[src/design/fgbl_pkg.sv]
// shared types and constants for the functional graph binary lifting block
`timescale 1ns / 1ps
`default_nettype none
package fgbl_pkg;

  localparam int MAX_NODES_DEF = 1024;
  localparam int STEP_BITS_DEF = 32;

  localparam int IN_W   = 80;
  localparam int OUT_W  = 16;
  localparam int VAL_W  = 12;
  localparam int CNT_W  = 11;

  typedef enum logic [1:0] {
    OPC_LOAD = 2'd0,
    OPC_KTH  = 2'd1,
    OPC_DIST = 2'd2,
    OPC_NOP  = 2'd3
  } opcode_t;

  typedef enum logic [3:0] {
    S_IDLE,
    S_QINIT,
    S_B_INIT,
    S_B_RD,
    S_B_J,
    S_B_W2,
    S_K_STEP,
    S_K_WAIT,
    S_D_START,
    S_D_UP,
    S_D_UPW,
    S_D_DN,
    S_D_DNW,
    S_RES
  } state_t;

  typedef enum logic [4:0] {
    DP_NONE,
    DP_LOAD,
    DP_CAPTURE,
    DP_Q_INIT,
    DP_B_INIT,
    DP_B_NEXT_LVL,
    DP_B_RD,
    DP_B_J_RD,
    DP_B_WR,
    DP_K_RD,
    DP_K_SKIP,
    DP_K_TAKE,
    DP_D_RD,
    DP_D_INC,
    DP_D_DN_RD,
    DP_D_DN_UPD,
    DP_ANS_S,
    DP_ANS_ZERO,
    DP_ANS_NEG1,
    DP_ANS_RET,
    DP_OUT
  } dp_op_t;

  typedef struct packed {
    dp_op_t op;
  } dp_cmd_t;

  typedef struct packed {
    logic node_ok;    // load index below MAX_NODES
    logic no_levels;  // single level, nothing to build
    logic i_done;     // build sweep reached node count
    logic lvl_last;   // level counter at top level
    logic rd_inside;  // read data is a node in use
    logic k_zero;
    logic k_lsb;
    logic s_inside;
    logic d_outside;  // start not strictly inside interval
    logic t_in;       // hop result inside interval
    logic pow_ge;     // 2^d reaches node count
    logic d_zero;
    logic out_busy;   // output register full and not taken
  } dp_status_t;

endpackage
`default_nettype wire

[src/design/fgbl_ctrl.sv]
// controller state machine: sequences loads, table build and query walks
`timescale 1ns / 1ps
`default_nettype none
module fgbl_ctrl import fgbl_pkg::*; (
  input  wire logic       clk,
  input  wire logic       rst_n,
  input  wire logic       in_tvalid,
  input  wire logic [1:0] in_opcode,
  input  wire logic       cfg_we,
  output logic            in_tready,
  output dp_cmd_t         cmd,
  input  wire dp_status_t st
);

  state_t  state_r, state_nxt;
  logic    built_r, built_nxt;
  opcode_t op_r, op_nxt;

  always_ff @(posedge clk) begin
    if (!rst_n) begin
      state_r <= S_IDLE;
      built_r <= 1'b0;
      op_r    <= OPC_NOP;
    end else begin
      state_r <= state_nxt;
      built_r <= built_nxt;
      op_r    <= op_nxt;
    end
  end

  always_comb begin
    state_nxt = state_r;
    built_nxt = built_r;
    op_nxt    = op_r;
    in_tready = 1'b0;
    cmd.op    = DP_NONE;
    if (cfg_we) begin
      built_nxt = 1'b0;
    end
    unique case (state_r)
      S_IDLE: begin
        in_tready = 1'b1;
        if (in_tvalid) begin
          unique case (opcode_t'(in_opcode)) inside
            OPC_LOAD: begin
              cmd.op = DP_LOAD;
              if (st.node_ok) begin
                built_nxt = 1'b0;
              end
            end
            OPC_KTH, OPC_DIST: begin
              cmd.op    = DP_CAPTURE;
              op_nxt    = opcode_t'(in_opcode);
              state_nxt = built_r ? S_QINIT : S_B_INIT;
            end
            default: ;
          endcase
        end
      end
      S_B_INIT: begin
        if (st.no_levels) begin
          built_nxt = 1'b1;
          state_nxt = S_QINIT;
        end else begin
          cmd.op    = DP_B_INIT;
          state_nxt = S_B_RD;
        end
      end
      S_B_RD: begin
        if (st.i_done) begin
          if (st.lvl_last) begin
            built_nxt = 1'b1;
            state_nxt = S_QINIT;
          end else begin
            cmd.op = DP_B_NEXT_LVL;
          end
        end else begin
          cmd.op    = DP_B_RD;
          state_nxt = S_B_J;
        end
      end
      S_B_J: begin
        if (st.rd_inside) begin
          cmd.op    = DP_B_J_RD;
          state_nxt = S_B_W2;
        end else begin
          cmd.op    = DP_B_WR;
          state_nxt = S_B_RD;
        end
      end
      S_B_W2: begin
        cmd.op    = DP_B_WR;
        state_nxt = S_B_RD;
      end
      S_QINIT: begin
        cmd.op    = DP_Q_INIT;
        state_nxt = (op_r == OPC_KTH) ? S_K_STEP : S_D_START;
      end
      S_K_STEP: begin
        if (st.k_zero || !st.s_inside) begin
          cmd.op    = DP_ANS_S;
          state_nxt = S_RES;
        end else if (st.k_lsb) begin
          cmd.op    = DP_K_RD;
          state_nxt = S_K_WAIT;
        end else begin
          cmd.op = DP_K_SKIP;
        end
      end
      S_K_WAIT: begin
        cmd.op    = DP_K_TAKE;
        state_nxt = S_K_STEP;
      end
      S_D_START: begin
        if (st.d_outside) begin
          cmd.op    = DP_ANS_ZERO;
          state_nxt = S_RES;
        end else begin
          state_nxt = S_D_UP;
        end
      end
      S_D_UP: begin
        cmd.op    = DP_D_RD;
        state_nxt = S_D_UPW;
      end
      S_D_UPW: begin
        if (!st.t_in) begin
          state_nxt = S_D_DN;
        end else if (st.pow_ge || st.lvl_last) begin
          cmd.op    = DP_ANS_NEG1;
          state_nxt = S_RES;
        end else begin
          cmd.op    = DP_D_INC;
          state_nxt = S_D_UP;
        end
      end
      S_D_DN: begin
        if (st.d_zero) begin
          cmd.op    = DP_ANS_RET;
          state_nxt = S_RES;
        end else begin
          cmd.op    = DP_D_DN_RD;
          state_nxt = S_D_DNW;
        end
      end
      S_D_DNW: begin
        cmd.op    = DP_D_DN_UPD;
        state_nxt = S_D_DN;
      end
      S_RES: begin
        if (!st.out_busy) begin
          cmd.op    = DP_OUT;
          state_nxt = S_IDLE;
        end
      end
      default: state_nxt = S_IDLE;
    endcase
  end

  property p_cfg_clears;
    @(posedge clk) disable iff (!rst_n) cfg_we |=> !built_r;
  endproperty
  a_cfg_clears: assert property (p_cfg_clears) else $error("levels still marked built");

  property p_res_leaves;
    @(posedge clk) disable iff (!rst_n)
      (state_r == S_RES && !st.out_busy) |=> (state_r == S_IDLE);
  endproperty
  a_res_leaves: assert property (p_res_leaves) else $error("result stage stuck");

  property p_load_one_cycle;
    @(posedge clk) disable iff (!rst_n)
      (state_r == S_IDLE && in_tvalid && in_opcode == OPC_LOAD) |=> (state_r == S_IDLE);
  endproperty
  a_load_one_cycle: assert property (p_load_one_cycle) else $error("load left idle");

endmodule
`default_nettype wire

[config.mk]
export PLATFORM = sky130hd
export DESIGN_NAME = fgbl_ctrl
export DESIGN_NICKNAME = d
export VERILOG_FILES = /design/src/design/fgbl_pkg.sv /design/src/design/fgbl_ctrl.sv
export SDC_FILE = /design/constraint.sdc
export NUM_CORES = 1
export LEC_CHECK = 0
export ABC_AREA = 1
export CORE_UTILIZATION = 36
export DETAILED_ROUTE_END_ITERATION = 16
export DONT_BUFFER_PORTS = 1
export PLACE_DENSITY = 0.59
export SYNTH_ARGS = -nofsm -noshare
export SYNTH_HDL_FRONTEND = slang
export SYNTH_SLANG_ARGS = --single-unit
[constraint.sdc]
create_clock -name clk -period 2.2 [get_ports clk]
set_clock_uncertainty 0.2 [all_clocks]
set_input_delay 0.33 -clock clk [delete_from_list [all_inputs] [get_ports clk]]
set_output_delay 0.33 -clock clk [all_outputs]
set_load 0.02 [all_outputs]
==> impl_metrics.ini, run 1 <==
[floorplanning]
ios = 25
core_area_um2 = 2190
die_area_um2 = 2500
initial_core_util_pct = 37.9
fp.dieH_um = 50.0
num_rows = 17
die_w_um = 50.0

[synth]
synthDominantCellAreaShare_pct = 16.9
synthTopCellsByArea = dfxtp_1 (17%), nand2_1 (16%), nor2_1 (9.0%)
syn_area_per_cell_um2 = 5.77
synthDistinctLibCells = 27
yosysMostFrequentCell = nand2_1
synth-main-ff-cell = dfxtp_1
yosys.area.top_type = dfxtp_1
syn-cell-area_um2 = 831
synth-seq-cells = 7
synth_top_family_by_area = simple AND/OR/NAND/NOR gates
syn-num-nets = 164
synthAdderAreaFrac_pct = 1.51
netlist_top_cells_count = nand2_1 (36), nor2_1 (20), inv_1 (17)
synth-simple-area-share_pct = 60.5
synth_compound_area_share_pct = 10.4
synthMuxAreaShare_pct = 0
synth_enable_flop_cells = 0
yosysWarnings = 0
synthesis.instances = 144
ys_seq_area_share_pct = 16.9
synthXorXnorAreaFrac_pct = 0
async_flop_share_pct = 0

[worst_setup_path]
reg2reg_depth = 8
timing.rr.end = state_r[1]
endpoint_kind = output port
critPathKind = reg2out
worstPathRequired_ns = 1.67
crit_arrival_ns = 1.55
start_kind = flip-flop
critPathCapture = cmd[4]
timing.rr.start = state_r[0]
rrSetupSlack_ns = 0.58
critPathLaunch = state_r[0]
crit_fanout = 7

[grt]
grt_start_max_net_pins = 8
antenna_found_initial = 0
grt_first_pass_wirelength_mm = 3.69
grt-ovfl-total = 0
grtUsageTotal_pct = 19.3
first_global_vias = 857

[job]
drv_cap = 0

[clocking]
clkTransAtPathRegs_ns = 0.05
clk_path_buf_depth = 2
insertion_delay_ns = 0.24
htreeDepth = 1
cts-root-buf = clkbuf_4
cts_tree = built
post_cts_buffers = 0
cts.sinks = 7
numCtsBuffers = 3

[sta]
min_period_ns = 2.08
slew_viol_final = 0
final.period_utilization_pct = 94.4
fin_tns_setup_ns = 0
tightest_slew_ns = 0.337
finalHoldViolCount = 0
fmax_mhz = 482
setup_viol = 0
rsz0062_at_grt = false
fin_ws_ns = 0.124
maxSlewHeadroom_pct = 77.5

[detailed_routing]
vias_per_cell = 5.08
vias = 904
dr.pass1.iters = 4
antenna_left = 0
wire_per_inst_um = 12.3
wl_mm = 2.19
drt_iter0_markers = 25
post-route-drc-count = 0

[placed_design]
dpl_worst_slack_ns = 0.357
port_buffers = 0
hpwl_mm = 1.87
gp_congestion = 0.974

[pwr]
peakVddDrop_mv = 0.555
leakagePower_uw = 0.000509
p_per_area_nw_per_um2 = 1130

[layout]
antennaDiodeCount = 0
final_nets = 171
fillCellCount = 227
drive_above_1_share_pct = 20.7
syn_to_final_growth_pct = 12.0

[outcome]
status = finished, final reports clean

[min_path]
min_path_type = in2reg
-- kinds of logic (layout without fill, tap and decap cells) --
logic type | count (synthesis) | after routing
buf+inv | 23 | 29
fa+ha+maj | 1 | 1
simple gates | 98 | 98
flops | 7 | 7
compound gates | 15 | 15
-- registers in the layout, indices dropped and copies added (netlist names) --
name	count
op_r	2
built_r	1
state_r	4
-- metal layers --
metal / track usage (%) / wire length, um
met1: 23.2 / 936
met2: 32.9 / 1060
met3: 3.40 / 155
met4: 8.57 / 33
met5: 0 / 0
-- repair_timing --
action | 4_1_cts | 5_1_grt
hold buffers | 1 | 1
resized for setup | 0 | 6
hold endpoints to repair | 1 | 1
endpoints found under the setup margin | 0 | 4
-- cell usage in the layout, fill, tap and decap left out, types with 4 or more instances in the layout --
| cell | netlist | routed |
|---|---|---|
| a21oi_1 | 6 | 6 |
| dfxtp_1 | 7 | 4 |
| inv_1 | 17 | 17 |
| nand2_1 | 36 | 36 |
| nand2_4 | 3 | 4 |
| nand3_1 | 14 | 13 |
| nor2_1 | 20 | 20 |
| nor2_2 | 7 | 7 |
-- worst max-delay path, stage by stage (launching register included) --
cell	delay, ns
dfxtp_1	0.41
inv_1	0.13
nor2_2	0.26
nand3b_1	0.17
nand4_1	0.13
a21o_1	0.20
-- how the worst min path moves through the flow --
stage / startpoint / to / slack [ns] / cells past startpoint
global route: in_opcode[0] / op_r[0] / 0.05 / 2
global placement: rst_n / op_r[1] / 0.24 / 1
detailed placement: rst_n / op_r[1] / 0.24 / 1
floorplan: rst_n / op_r[1] / 0.23 / 1
CTS: rst_n / state_r[3] / 0.005 / 2
finish: in_opcode[0] / op_r[0] / 0.02 / 2
-- cell type report --
cell class	instances	area (um^2)	area share [%]
sequential	7	144	15.5
clock buffer	4	26.3	2.82
tap	28	35.0	3.76
inverter	23	88.8	9.54
multi-input combinational	114	617	66.3
timing repair buffer	2	20.0	2.15
-- power by group --
part	switching [uW]	leakage, uW	internal (uW)
logic	499	0.000435	211
clock network	45.2	0.0000150	69.1
registers	54.4	0.0000586	170
total	598	0.000509	450
-- per-stage QoR --
step | cell area, um^2 | total power, uW | hold WS, ns | instances | utilization (%)
4_1_cts | 902 | 1030 | 0.00472 | 177 | 41.2
5_1_grt | 931 | 1140 | 0.0539 | 178 | 42.5
3_5_place_dp | 866 | 911 | 0.245 | 172 | 39.5
3_3_place_gp | 866 | 904 | 0.240 | 172 | 39.5
6_report | 931 | 1050 | 0.0218 | 178 | 42.5
2_1_floorplan | 831 | 787 | 0.229 | 144 | -
Power figures use the tool's default switching activity.
==> run 2: changes to the inputs <==
--- a/config.mk
+++ b/config.mk
@@ -9,6 +9,7 @@
 export CORE_UTILIZATION = 36
 export DETAILED_ROUTE_END_ITERATION = 16
 export DONT_BUFFER_PORTS = 1
+export HOLD_SLACK_MARGIN = 0.08
 export PLACE_DENSITY = 0.59
 export SYNTH_ARGS = -nofsm -noshare
 export SYNTH_HDL_FRONTEND = slang
==> run 2 against run 1 <==
  * Final area is 1.1% higher
  * Via count rose by 1.2%
  * Hold slack improved by 0.058 ns
  * Wire length grew 1.6%
  * Register-to-register slack barely moved
  * Sequential share of layout area decreased by 0.16 points
  * Worst setup slack worse by 0.0069 ns
  * Die area is the same
  * Flip-flop and latch count unchanged
  * Total power is 0.73% higher
  * Fmax shrank 0.33%
  * Sequential power barely moved
==> impl_metrics.ini, run 2 (synthesis gave the netlist of run 1 again) <==
[pwr]
p_seq_share_pct = 21.3
peakVddDrop_mv = 0.557
leakagePower_uw = 0.000513
comb_power_share_pct = 67.6
switching_share_pct = 57.2
p_per_area_nw_per_um2 = 1120
netSwitchingPower_uw = 604
p_int_uw = 452
p_clk_share_pct = 11.1

[grt]
grt_use_met3_pct = 3.40
grt_util_met2_pct = 33.3
grtUsageTotal_pct = 19.4
antenna_found_initial = 0
grtUsageMet1_pct = 23.2
grt_first_pass_wirelength_mm = 3.72
busiest_layer = met2
first_global_vias = 864
grt-ovfl-total = 0
grt_start_max_net_pins = 8

[layout]
largest_reg_flops = 4
regMostFlops = state_r
drive_above_1_share_pct = 20.5
syn_to_final_growth_pct = 13.3
final_common_cell = nand2_1
final_nets = 172
final_cell_area_um2 = 941
mostFrequentLayoutCells = nand2_1 (36), nor2_1 (20), inv_1 (17)
antennaDiodeCount = 0
largest_registers = state_r x4, op_r x2, built_r x1

[clocking]
cts.sinks = 7
cts-root-buf = clkbuf_4
clkTransAtPathRegs_ns = 0.06
insertion_delay_ns = 0.25
htreeDepth = 1
clk_path_buf_depth = 2
post_cts_buffers = 0
cts_tree = built
numCtsBuffers = 3

[detailed_routing]
drt_iter0_markers = 25
antenna_left = 0
post-route-drc-count = 0
vias = 915
dr.pass1.iters = 4
vias_per_cell = 5.11
wire_per_inst_um = 12.4
wl_mm = 2.22

[floorplanning]
die_area_um2 = 2500
core_area_um2 = 2190
initial_core_util_pct = 37.9
ios = 25
die_w_um = 50.0
fp.dieH_um = 50.0
num_rows = 17

[worst_setup_path]
endpoint_kind = output port
crit_fanout = 7
start_kind = flip-flop
reg2reg_depth = 8
critPathKind = reg2out
worstPathRequired_ns = 1.67
crit_arrival_ns = 1.55

[placed_design]
port_buffers = 0
dpl_worst_slack_ns = 0.357
hpwl_mm = 1.87
placed_area_um2 = 866
gp_congestion = 0.974

[min_path]
min_path_type = in2reg
holdPathStages = 3

[sta]
fin_ws_ns = 0.117
fmax_mhz = 480
finalHoldViolCount = 0
setup_viol = 0
fin_tns_setup_ns = 0
rsz0062_at_grt = false
min_period_ns = 2.08
slew_viol_final = 0
final.period_utilization_pct = 94.7
maxSlewHeadroom_pct = 77.2
tightest_slew_ns = 0.341

[outcome]
status = finished, final reports clean

[job]
drv_cap = 0
==> run 2: changes by cell type in the layout (fill, tap and decap cells not counted), sizes merged <==
cell / before / now
dlygate4sd3: 2 / 3
==> run 2: what timing repair did <==
| action | CTS | global route |
|---|---|---|
| gates resized for setup | 0 | 6 |
| endpoints found under the hold margin | 4 | 0 |
| hold buffers | 3 | 0 |
| endpoints found under the setup margin | 0 | 4 |
==> run 2: critical path, cell delays in order, from the launching register on <==
cell and delay [ns]:
dfxtp_1 0.40, inv_1 0.13, nor2_2 0.27, nand3b_1 0.17, nand4_1 0.13, a21o_1 0.20
==> run 2: metal layers <==
layer	vias up	wire length [um]	part of all wire (%)
li1	477	-	-
met1	396	946	43
met2	38	1070	48
met3	4	173	7.8
met4	0	33	1.5
met5	-	0	0
==> run 2: path summary, 6_finish.rpt <==
kind / end / start / slack (ns)
worst max-delay path: cmd[4] / state_r[0] / 0.12
worst min-delay path: built_r / st[12] / 0.08
worst max register to register: state_r[1] / state_r[0] / 0.58
worst min register to register: op_r[0] / op_r[0] / 0.30
==> run 2: layout make-up <==
class	count	area, um^2
Inverter	23	88.8
Sequential cell	7	144
Timing Repair Buffer	3	30.0
Clock buffer	4	26.3
Tap cell	28	35.0
Multi-Input combinational cell	114	617
Fill cell	225	1250
==> run 2: power groups by stage <==
stage	registers [uW]	clock network [uW]	logic, uW
2_1_floorplan	210	0	577
3_3_place_gp	218	0	686
3_5_place_dp	220	0	691
4_1_cts	218	120	697
5_1_grt	228	134	783
6_report	225	117	714
==> run 2: per-stage QoR <==
stage / util, % / total power (uW) / cells / hold slack (ns)
after detailed placement: 39.5 / 911 / 172 / 0.245
after CTS: 42.1 / 1030 / 179 / 0.0822
after floorplan: - / 787 / 144 / 0.229
after global placement: 39.5 / 904 / 172 / 0.240
final: 42.9 / 1060 / 179 / 0.0794
after global routing: 42.9 / 1150 / 179 / 0.0869
